[src/hw/rtl/jsu_pkg.sv]
`timescale 1ns / 1ps
// Types, character codes and queue sizes shared by the JSON string unescaper.
// No dependencies; every module of the block imports this package.
package jsu_pkg;

  typedef struct packed {
    logic [7:0] in_byte;
    logic       last_byte;
  } in_item_t;

  typedef struct packed {
    logic [7:0] out_byte;
    logic       byte_valid;
    logic       end_of_text;
    logic       bad_escape;
  } out_item_t;

  // One classified input item: up to three bytes, plus the end marks.
  typedef struct packed {
    logic [2:0][7:0] bytes;
    logic [1:0]      n_bytes;
    logic            end_mark;
    logic            bad;
  } cmd_t;

  typedef enum logic [2:0] {
    MODE_NORMAL = 3'b001,
    MODE_ESCAPE = 3'b010,
    MODE_HEX    = 3'b100
  } mode_t;

  localparam int Q_DEPTH  = 4;
  localparam int Q_ADDR_W = $clog2(Q_DEPTH);
  localparam int Q_CNT_W  = $clog2(Q_DEPTH + 1);

  localparam logic [7:0] CHAR_BACKSLASH = 8'h5C;
  localparam logic [7:0] CHAR_B         = 8'h62;
  localparam logic [7:0] CHAR_F         = 8'h66;
  localparam logic [7:0] CHAR_N         = 8'h6E;
  localparam logic [7:0] CHAR_R         = 8'h72;
  localparam logic [7:0] CHAR_T         = 8'h74;
  localparam logic [7:0] CHAR_U         = 8'h75;

  localparam logic [7:0] CTRL_BS = 8'h08;
  localparam logic [7:0] CTRL_FF = 8'h0C;
  localparam logic [7:0] CTRL_LF = 8'h0A;
  localparam logic [7:0] CTRL_CR = 8'h0D;
  localparam logic [7:0] CTRL_HT = 8'h09;

endpackage

[src/hw/rtl/json_string_unescaper.sv]
`timescale 1ns / 1ps
// JSON string unescaper, top level: front end, command queue and back end.
// Depends on jsu_pkg, jsu_front, jsu_queue and jsu_back.
//
// Feed the escaped body of a JSON string one byte per item, marking the final
// byte with last_byte; results come out as unescaped bytes, UTF-8 for \u
// escapes, with end_of_text on the last one (an empty end item if the final
// byte produced nothing) and bad_escape when the string stopped inside \u.
// Input is taken at one byte a cycle while the command queue is not full; output
// runs at one byte a cycle while out_stall is low, so a three-byte UTF-8 sequence
// takes three output items while the four-entry command queue keeps accepting
// input. A result passes the queue entry, written at the accepting edge, and
// then the output register, loaded once the back end reaches it and is not stalled.
module json_string_unescaper import jsu_pkg::*; (
  input  logic      clk,
  input  logic      rst,
  input  logic      in_valid,
  output logic      in_stall,
  input  in_item_t  in_item,
  output logic      out_valid,
  input  logic      out_stall,
  output out_item_t out_item
);

  logic q_push, q_pop, q_empty, q_full;
  cmd_t q_cmd, q_head;

  jsu_front u_front (
    .clk      (clk),
    .rst      (rst),
    .in_valid (in_valid),
    .in_stall (in_stall),
    .in_item  (in_item),
    .q_full   (q_full),
    .q_push   (q_push),
    .q_cmd    (q_cmd)
  );

  jsu_queue u_queue (
    .clk      (clk),
    .rst      (rst),
    .push     (q_push),
    .push_cmd (q_cmd),
    .pop      (q_pop),
    .head     (q_head),
    .empty    (q_empty),
    .full     (q_full)
  );

  jsu_back u_back (
    .clk       (clk),
    .rst       (rst),
    .head      (q_head),
    .empty     (q_empty),
    .pop       (q_pop),
    .out_valid (out_valid),
    .out_stall (out_stall),
    .out_item  (out_item)
  );

endmodule

[src/hw/rtl/jsu_front.sv]
`timescale 1ns / 1ps
// Front end: accepts raw bytes, tracks the escape state and turns each item
// into a queue command of zero to three bytes. Depends on jsu_pkg.
module jsu_front import jsu_pkg::*; (
  input  logic     clk,
  input  logic     rst,
  input  logic     in_valid,
  output logic     in_stall,
  input  in_item_t in_item,
  input  logic     q_full,
  output logic     q_push,
  output cmd_t     q_cmd
);

  mode_t       mode, mode_next;
  logic [1:0]  hex_count, hex_count_next;
  logic [15:0] hex_value, hex_value_next;
  logic        hex_stopped, hex_stopped_next;

  logic       accept;
  logic [7:0] c;
  logic [4:0] digit;
  cmd_t       cmd;

  function automatic logic [4:0] hex_digit(input logic [7:0] ch);
    logic [4:0] r;
    r = 5'd0;
    if (ch >= 8'h30 && ch <= 8'h39) r = {1'b1, 4'(ch - 8'h30)};
    else if (ch >= 8'h61 && ch <= 8'h66) r = {1'b1, 4'(ch - 8'h57)};
    else if (ch >= 8'h41 && ch <= 8'h46) r = {1'b1, 4'(ch - 8'h37)};
    return r;
  endfunction

  assign in_stall = q_full;
  assign accept   = in_valid && !q_full;
  assign c        = in_item.in_byte;
  assign digit    = hex_digit(c);

  always_comb begin
    mode_next        = mode;
    hex_count_next   = hex_count;
    hex_value_next   = hex_value;
    hex_stopped_next = hex_stopped;
    cmd              = '0;
    unique case (mode)
      MODE_ESCAPE: begin
        mode_next   = MODE_NORMAL;
        cmd.n_bytes = 2'd1;
        case (c)
          CHAR_B:  cmd.bytes[0] = CTRL_BS;
          CHAR_F:  cmd.bytes[0] = CTRL_FF;
          CHAR_N:  cmd.bytes[0] = CTRL_LF;
          CHAR_R:  cmd.bytes[0] = CTRL_CR;
          CHAR_T:  cmd.bytes[0] = CTRL_HT;
          CHAR_U: begin
            mode_next        = MODE_HEX;
            cmd.n_bytes      = 2'd0;
            hex_count_next   = 2'd0;
            hex_value_next   = 16'd0;
            hex_stopped_next = 1'b0;
          end
          default: cmd.bytes[0] = c;
        endcase
      end
      MODE_HEX: begin
        if (!hex_stopped && digit[4]) hex_value_next = {hex_value[11:0], digit[3:0]};
        else hex_stopped_next = 1'b1;
        if (hex_count == 2'd3) begin
          // encode the finished code point as UTF-8
          if (hex_value_next < 16'h0080) begin
            cmd.n_bytes  = 2'd1;
            cmd.bytes[0] = hex_value_next[7:0];
          end else if (hex_value_next < 16'h0800) begin
            cmd.n_bytes  = 2'd2;
            cmd.bytes[0] = {3'b110, hex_value_next[10:6]};
            cmd.bytes[1] = {2'b10, hex_value_next[5:0]};
          end else begin
            cmd.n_bytes  = 2'd3;
            cmd.bytes[0] = {4'b1110, hex_value_next[15:12]};
            cmd.bytes[1] = {2'b10, hex_value_next[11:6]};
            cmd.bytes[2] = {2'b10, hex_value_next[5:0]};
          end
          mode_next        = MODE_NORMAL;
          hex_count_next   = 2'd0;
          hex_value_next   = 16'd0;
          hex_stopped_next = 1'b0;
        end else begin
          hex_count_next = hex_count + 2'd1;
        end
      end
      default: begin
        mode_next = MODE_NORMAL;
        if (c == CHAR_BACKSLASH) begin
          mode_next = MODE_ESCAPE;
        end else begin
          cmd.n_bytes  = 2'd1;
          cmd.bytes[0] = c;
        end
      end
    endcase
    if (in_item.last_byte) begin
      cmd.end_mark     = 1'b1;
      cmd.bad          = (mode_next == MODE_HEX);
      mode_next        = MODE_NORMAL;
      hex_count_next   = 2'd0;
      hex_value_next   = 16'd0;
      hex_stopped_next = 1'b0;
    end
  end

  assign q_push = accept && ((cmd.n_bytes != 2'd0) || in_item.last_byte);
  assign q_cmd  = cmd;

  always_ff @(posedge clk) begin
    if (rst) begin
      mode        <= MODE_NORMAL;
      hex_count   <= 2'd0;
      hex_value   <= 16'd0;
      hex_stopped <= 1'b0;
    end else if (accept) begin
      mode        <= mode_next;
      hex_count   <= hex_count_next;
      hex_value   <= hex_value_next;
      hex_stopped <= hex_stopped_next;
    end
  end

endmodule

[src/hw/rtl/jsu_queue.sv]
`timescale 1ns / 1ps
// Short command queue between the front and back ends.
// Depends on jsu_pkg for the command type and depth.
module jsu_queue import jsu_pkg::*; (
  input  logic clk,
  input  logic rst,
  input  logic push,
  input  cmd_t push_cmd,
  input  logic pop,
  output cmd_t head,
  output logic empty,
  output logic full
);

  cmd_t                entries [Q_DEPTH];
  logic [Q_ADDR_W-1:0] wr_ptr;
  logic [Q_ADDR_W-1:0] rd_ptr;
  logic [Q_CNT_W-1:0]  count;

  assign empty = (count == Q_CNT_W'(0));
  assign full  = (count == Q_CNT_W'(Q_DEPTH));
  assign head  = entries[rd_ptr];

  always_ff @(posedge clk) begin
    if (push) entries[wr_ptr] <= push_cmd;
  end

  always_ff @(posedge clk) begin
    if (rst) begin
      wr_ptr <= '0;
      rd_ptr <= '0;
      count  <= '0;
    end else begin
      if (push) wr_ptr <= wr_ptr + Q_ADDR_W'(1);
      if (pop)  rd_ptr <= rd_ptr + Q_ADDR_W'(1);
      if (push && !pop) count <= count + Q_CNT_W'(1);
      else if (pop && !push) count <= count - Q_CNT_W'(1);
    end
  end

`ifndef SYNTHESIS
  a_no_push_full: assert property (@(posedge clk) disable iff (rst) !(push && full))
    else $error("queue pushed while full");
  a_no_pop_empty: assert property (@(posedge clk) disable iff (rst) !(pop && empty))
    else $error("queue popped while empty");
  a_count_track: assert property (@(posedge clk) disable iff (rst)
    (push && !pop) |=> (count == $past(count) + Q_CNT_W'(1)))
    else $error("queue count lost a push");
`endif

endmodule

[src/hw/rtl/jsu_back.sv]
`timescale 1ns / 1ps
// Back end: walks the bytes of the queue head, one result item a cycle when not
// stalled, into a registered output stage. Depends on jsu_pkg.
module jsu_back import jsu_pkg::*; (
  input  logic      clk,
  input  logic      rst,
  input  cmd_t      head,
  input  logic      empty,
  output logic      pop,
  output logic      out_valid,
  input  logic      out_stall,
  output out_item_t out_item
);

  logic [1:0] idx;
  logic [1:0] last_idx;
  logic       load;
  logic       final_item;
  out_item_t  item;

  assign last_idx   = (head.n_bytes == 2'd0) ? 2'd0 : head.n_bytes - 2'd1;
  assign final_item = (idx == last_idx);
  assign load       = (!out_valid || !out_stall) && !empty;
  assign pop        = load && final_item;

  always_comb begin
    item.byte_valid  = (head.n_bytes != 2'd0);
    item.out_byte    = item.byte_valid ? head.bytes[idx] : 8'h00;
    item.end_of_text = head.end_mark && final_item;
    item.bad_escape  = head.bad && final_item;
  end

  always_ff @(posedge clk) begin
    if (rst) begin
      idx       <= 2'd0;
      out_valid <= 1'b0;
    end else begin
      if (load) begin
        out_valid <= 1'b1;
        idx       <= final_item ? 2'd0 : idx + 2'd1;
      end else if (!out_stall) begin
        out_valid <= 1'b0;
      end
    end
  end

  always_ff @(posedge clk) begin
    if (load) out_item <= item;
  end

`ifndef SYNTHESIS
  a_empty_is_end: assert property (@(posedge clk) disable iff (rst)
    (out_valid && !out_item.byte_valid) |-> out_item.end_of_text)
    else $error("empty result without end mark");
  a_bad_on_end: assert property (@(posedge clk) disable iff (rst)
    (out_valid && out_item.bad_escape) |-> out_item.end_of_text)
    else $error("bad escape flag off the end item");
  a_idx_range: assert property (@(posedge clk) disable iff (rst)
    (idx != 2'd0) |-> (!empty && idx <= last_idx))
    else $error("byte index beyond queue head");
`endif

endmodule
[config.mk]
export PLATFORM = sky130hd
export DESIGN_NAME = json_string_unescaper
export DESIGN_NICKNAME = d
export VERILOG_FILES = /design/src/hw/rtl/jsu_pkg.sv /design/src/hw/rtl/json_string_unescaper.sv /design/src/hw/rtl/jsu_front.sv /design/src/hw/rtl/jsu_queue.sv /design/src/hw/rtl/jsu_back.sv
export SDC_FILE = /design/constraint.sdc
export NUM_CORES = 1
export LEC_CHECK = 0
export BUFFER_PORTS_ARGS = -buffer_cell sky130_fd_sc_hd__buf_2
export CORE_UTILIZATION = 55
export CTS_CLUSTER_DIAMETER = 150
export DETAILED_ROUTE_END_ITERATION = 12
export PLACE_DENSITY_LB_ADDON = 0.2
export RECOVER_POWER = 100
export SYNTH_ARGS = -nofsm -noshare
export SYNTH_HDL_FRONTEND = slang
export SYNTH_SLANG_ARGS = --single-unit
[constraint.sdc]
create_clock -name clk -period 3.15 [get_ports clk]
set_input_delay 0.63 -clock clk [delete_from_list [all_inputs] [get_ports clk]]
set_output_delay 0.63 -clock clk [all_outputs]
set_load 0.005 [all_outputs]
# ---- After elaboration in Yosys (flattened, before gate mapping)
# Memory sizes are Yosys's and may differ from the RTL's. A register that Yosys moved wholly into a read port is not among the register bits.
# Cells that the tools add are included.
dict set report totals {
  register_bits 43
  out_inout_bits 13
  input_bits 13
  memories 1
  word_cells 124
  mem_bits_rw 112
}
dict set report op_classes {
  add_sub_neg 10
  order_cmp 9
  n_eq_ne 16
  reduce_logical 29
  mux 46
}
# name depth width rd rd_ports_with_merged_regs write_ports line_no
set memory_table {}
lappend memory_table {u_queue.entries 4 28 1 1 1 jsu_queue.sv:15} ;# cmd_t entries [Q_DEPTH];
# operator count
set ops {}
lappend ops {{two-way mux 16 bit} 8}
lappend ops {{== test 8 x 7 -> 1 bit (second input constant)} 7}
lappend ops {{case mux 8 bit (6 select lines)} 1}
lappend ops {{case mux 16 bit (2 select lines)} 1}
lappend ops {{two-way mux 26 bit} 1}
lappend ops {{two-way mux 10 bit} 2}
lappend ops {{case mux 10 bit (2 select lines)} 1}
lappend ops {{two-way mux 2 bit} 9}
lappend ops {{binary-select mux 8 bit (select 2 bit)} 1}
lappend ops {{greater-or-equal comparator 8 x 7 -> 1 bit (second input constant)} 2}
lappend ops {{less-or-equal comparator 8 x 7 -> 1 bit (second input constant)} 2}
lappend ops {{< comparator 16 x 12 -> 1 bit (second input constant)} 1}
lappend ops {{< comparator 16 x 8 -> 1 bit (second input constant)} 1}
lappend ops {{two-way mux 8 bit} 2}
lappend ops {{two-way mux 3 bit} 5}
lappend ops {{two-way mux 5 bit} 3}
lappend ops {{logical AND 1 bit} 12}
lappend ops {{== test 3 bit (second input constant)} 3}
lappend ops {{two-way mux 1 bit} 9}
lappend ops {{adder 2 x 1 -> 2 bit (second input constant)} 4}
lappend ops {{greater-or-equal comparator 8 x 6 -> 1 bit (second input constant)} 1}
lappend ops {{less-or-equal comparator 8 x 6 -> 1 bit (second input constant)} 1}
lappend ops {{subtractor 4 x 3 -> 4 bit (second input constant)} 2}
lappend ops {{logical NOT 1 bit} 7}
lappend ops {{21 further kinds} 24}

# ---- Longest topological paths before layout
dict set report depth {
  depth_word 20
  ltp_mapped 13
  depth_no_buf 13
}

# ---- By module
# From an unflattened synthesis, not the netlist that was laid out.
dict set report hier_totals {
  hier_cells 526
  area_unflattened_um2 7280.7
}
# mod area_per_inst_um2 instances cells_each seq_area_each_um2
set by_module_without_submodules {}
lappend by_module_without_submodules {jsu_queue 4519.3 1 190 3543.4}
lappend by_module_without_submodules {jsu_front 2000.7 1 263 440.4}
lappend by_module_without_submodules {jsu_back 760.7 1 73 390.4}

# ---- Worst setup path after synthesis
# No wires, ideal clock.
dict set report synth_timing {
  kind {reg-to-reg}
  start {reg (tool-made name)}
  end {reg u_queue.count[2]}
  arrival_ns 2.816
  setup_slack_ns 0.264
  stages_incl_launch_ff 13
  path_buffers 1
  period_less_slack_ns 2.886
  required_time_ns 3.080
  setup_time_ns 0.070
  path_cell_list {dfxtp_1 > buf_2 > mux4_2 > nor2b_1 > a21oi_1 > o21ai_0 > nand2_1 > ha_1 > inv_1 > fa_1 > xor2_1 > or3_1 > a21oi_1}
}
# element line_no
set synth_lines {}
lappend synth_lines {{end signal: assignment} jsu_queue.sv:36} ;# if (push && !pop) count <= count + Q_CNT_W'(1);
lappend synth_lines {{end signal: assignment} jsu_queue.sv:37} ;# else if (pop && !push) count <= count - Q_CNT_W'(1);
lappend synth_lines {{end: declaration} jsu_queue.sv:18} ;# logic [Q_CNT_W-1:0] count;

==> flow_summary_export.csv <==
group,metric,value,unit
status,outcome,"finished clean",
critical_path,critPathRequiredTime,3.49,ns
critical_path,cp-end-kind,"flip-flop",
synthesis,ys_ff_latch,145,
synthesis,synth_top_area_frac,0.497,
sta,rsz0062_at_grt,"false",
clock_network,hold_buffers,0,
synthesis,synthTopCellsByArea,"edfxtp_1 50%, dfxtp_1 10%, mux4_2 8.4%",
place,dp_hpwl,9680,µm
die,fp.dieW,112,µm
sta,final.period_utilization,0.937,
route,dr_total_vias,4467,
synthesis,async_flop_share,0,
critical_path,critical_path_class,"reg2reg",
finish,final_common_cell,"edfxtp_1",
global_route,grt_remaining_overflow,0,
clock_network,clock_latency,0.41,ns
finish,fillerInstances,866,
sta,holdWs,0.469,ns
global_route,grt_pass1_wl,23300,µm
worst_hold_path,hold_class,"reg2reg",
pwr,peakVddDrop,0.000278,V
synthesis,synth_flop_cell,"edfxtp_1",
route,wl_per_cell,19.8,µm
sta,tightest_slew,0.740,ns
synthesis,synth_edf_count,111,
sta,fmax,339,MHz
sta,skew,0.00867,ns
global_route,grt_use_total,0.248,
job,max_cap_viol_count,0,
clock_network,numCtsBuffers,17,
pwr,powerDensity,735,nW/µm²
clock_network,ctsRootBufferMaster,"clkbuf_16",
finish,syn_to_final_growth,15.9,%
route,ant_nets,0,
sta,drv_slew,0,
synthesis,avgSynthCellArea,13.0,µm²
sta,fin_setup_tns,0,ns
clock_network,clock_sinks,145,
critical_path,arrival,3.29,ns
die,design.portCount,26,
clock_network,clockBufferDepth,2,
global_route,grt_pass1_vias,4519,
sta,finalHoldViolCount,0,
synthesis,synth_cells,514,
route,vias_per_cell,6.10,
global_route,grt_max_degree,34,
place,gp_congestion,0.909,
critical_path,start_kind,"flip-flop",
clock_network,cts_tree,"yes",
route,drt_wl_total,14500,µm
critical_path,critPathMaxFanout,4,
die,die_h,112,µm
global_route,grt_antenna_before_repair,0,
synthesis,syn_area,6700,µm²
clock_network,cts_max_level,4,
synthesis,synth-seq-area-share,0.599,
pwr,p_leak,2.77,nW
synthesis,yosys_warnings,0,
die,start_util,0.575,
route,firstDrtPassIters,6,
route,drcViolationCount,0,
route,drt-initial-drc-count,403,
synthesis,synth.largest_area_cell,"edfxtp_1",
die,die_area,12600,µm²
sta,layout_min_cycle_time,2.95,ns
finish,final_nets,600,
finish,n_antenna_cell,0,
clock_network,clkTransAtPathRegs,0.06,ns
synthesis,syn_nets,538,
sta,setup_violations,0,
die,fp.coreArea,11700,µm²
sta,max_slew_margin,0.507,
finish,layout_common_cells,"111 x edfxtp_1, 62 x nor2_1, 37 x buf_4, 33 x dfxtp_1, 28 x nand2_1",
finish,drive_gt1_frac,0.228,
die,num_rows,39,
place,io_buffers,25,
synthesis,synth.distinct_cells,68,
worst_hold_path,hold_start,"u_back.out_valid$_SDFFE_PP0P_",
==> logic make-up (layout without fill, tap and decap cells) <==
family | count (synthesis) | after routing | share of synthesized area
flops | 145 | 145 | 0.599
buf+inv | 40 | 115 | 0.0258
simple gates | 161 | 161 | 0.119
mux | 46 | 46 | 0.116
xor+xnor | 7 | 7 | 0.00915
fa+ha+maj | 11 | 11 | 0.0217
compound gates | 104 | 104 | 0.109
==> area by class of cell <==
| type | count | area (µm²) | share of cell area |
|---|---|---|---|
| Clock buffer | 19 | 433 | 0.0557 |
| Sequential cell | 145 | 4020 | 0.517 |
| Inverter | 13 | 48.8 | 0.00628 |
| Multi-Input combinational cell | 329 | 2520 | 0.324 |
| Timing Repair Buffer | 70 | 430 | 0.0554 |
| Tap cell | 143 | 179 | 0.0230 |
| Clock inverter | 13 | 144 | 0.0185 |
==> through the flow <==
step | setup WS (ns) | utilization | total power [mW] | instances | cell area (µm²)
2_1_floorplan | 0.264 | - | 3.38 | 514 | 6700
6_report | 0.197 | 0.666 | 5.71 | 732 | 7770
5_1_grt | 0.00941 | 0.666 | 5.98 | 732 | 7770
4_1_cts | 0.0995 | 0.667 | 5.74 | 729 | 7780
3_3_place_gp | 0.0906 | 0.617 | 3.75 | 697 | 7200
3_5_place_dp | 0.0419 | 0.617 | 3.79 | 697 | 7200
==> routing by layer <==
metal / track usage / share of wire / vias up
li1: - / - / 2094
met1: 0.323 / 0.43 / 2190
met2: 0.408 / 0.49 / 159
met3: 0.0486 / 0.054 / 24
met4: 0.108 / 0.024 / 0
met5: 0 / 0 / -
==> final timing paths <==
check / end / slack, ns / cells past startpoint
max reg2reg: u_queue.count[2]$_SDFFE_PP0P_ / 0.20 / 11
min: u_back.out_valid$_SDFFE_PP0P_ / 0.47 / 2
min reg2reg: u_back.out_valid$_SDFFE_PP0P_ / 0.47 / 2
max: u_queue.count[2]$_SDFFE_PP0P_ / 0.20 / 11
==> synthesized netlist by cell type (2+ instances only) <==
master / number
a211oi_1: 8
a21o_1: 5
a21oi_1: 24
a21oi_2: 2
a22oi_1: 16
a2bb2oi_1: 3
a311oi_1: 3
a31oi_1: 2
a32o_1: 3
and2_1: 7
and3_2: 3
buf_2: 6
buf_4: 2
clkbuf_1: 18
dfxtp_1: 34
edfxtp_1: 111
ha_1: 10
inv_1: 12
mux2_2: 6
mux2i_1: 15
mux4_2: 25
nand2_1: 28
nand2b_1: 5
nand3_1: 8
nand4bb_1: 2
nor2_1: 62
nor2b_1: 5
nor3_1: 15
nor4_1: 7
o21a_1: 2
o21ai_0: 14
o21ai_2: 3
o21bai_1: 2
o311a_1: 2
o32ai_1: 3
or2_2: 3
or3_1: 2
xnor2_1: 3
xor2_1: 4
==> report_power, final <==
part	leakage, nW	internal, mW	switching, mW	total [mW]
Combinational	1.14	0.593	0.700	1.29
Sequential	1.35	2.36	0.109	2.47
Clock	0.277	1.23	0.718	1.95
==> registers in the layout, summed over array words and instances (netlist names), named ones only <==
signal and cells:
u_queue.rd_ptr 2, u_queue.entries 100, u_back.out_valid 1, u_queue.count 3, u_front.hex_value 16, u_front.mode 3
u_back.idx 2, u_queue.wr_ptr 2, u_back.out_item 11, u_front.hex_stopped 1, u_front.hex_count 2
==> worst max-delay path, cell delays in order, from the launching register on <==
cell	delay, ns
dfxtp_2	0.38
mux4_2	0.57
nor2b_1	0.18
a21oi_1	0.14
o21ai_0	0.12
nand2_1	0.15
ha_2	0.21
inv_1	0.06
fa_1	0.43
xor2_1	0.16
or3_1	0.34
a21oi_2	0.14
==> repair_timing <==
action,4_1_cts,5_1_grt
resized for setup,0,2
endpoints found under the setup margin,0,1
buffers inserted,0,3
(Power assumes the default switching activity.)
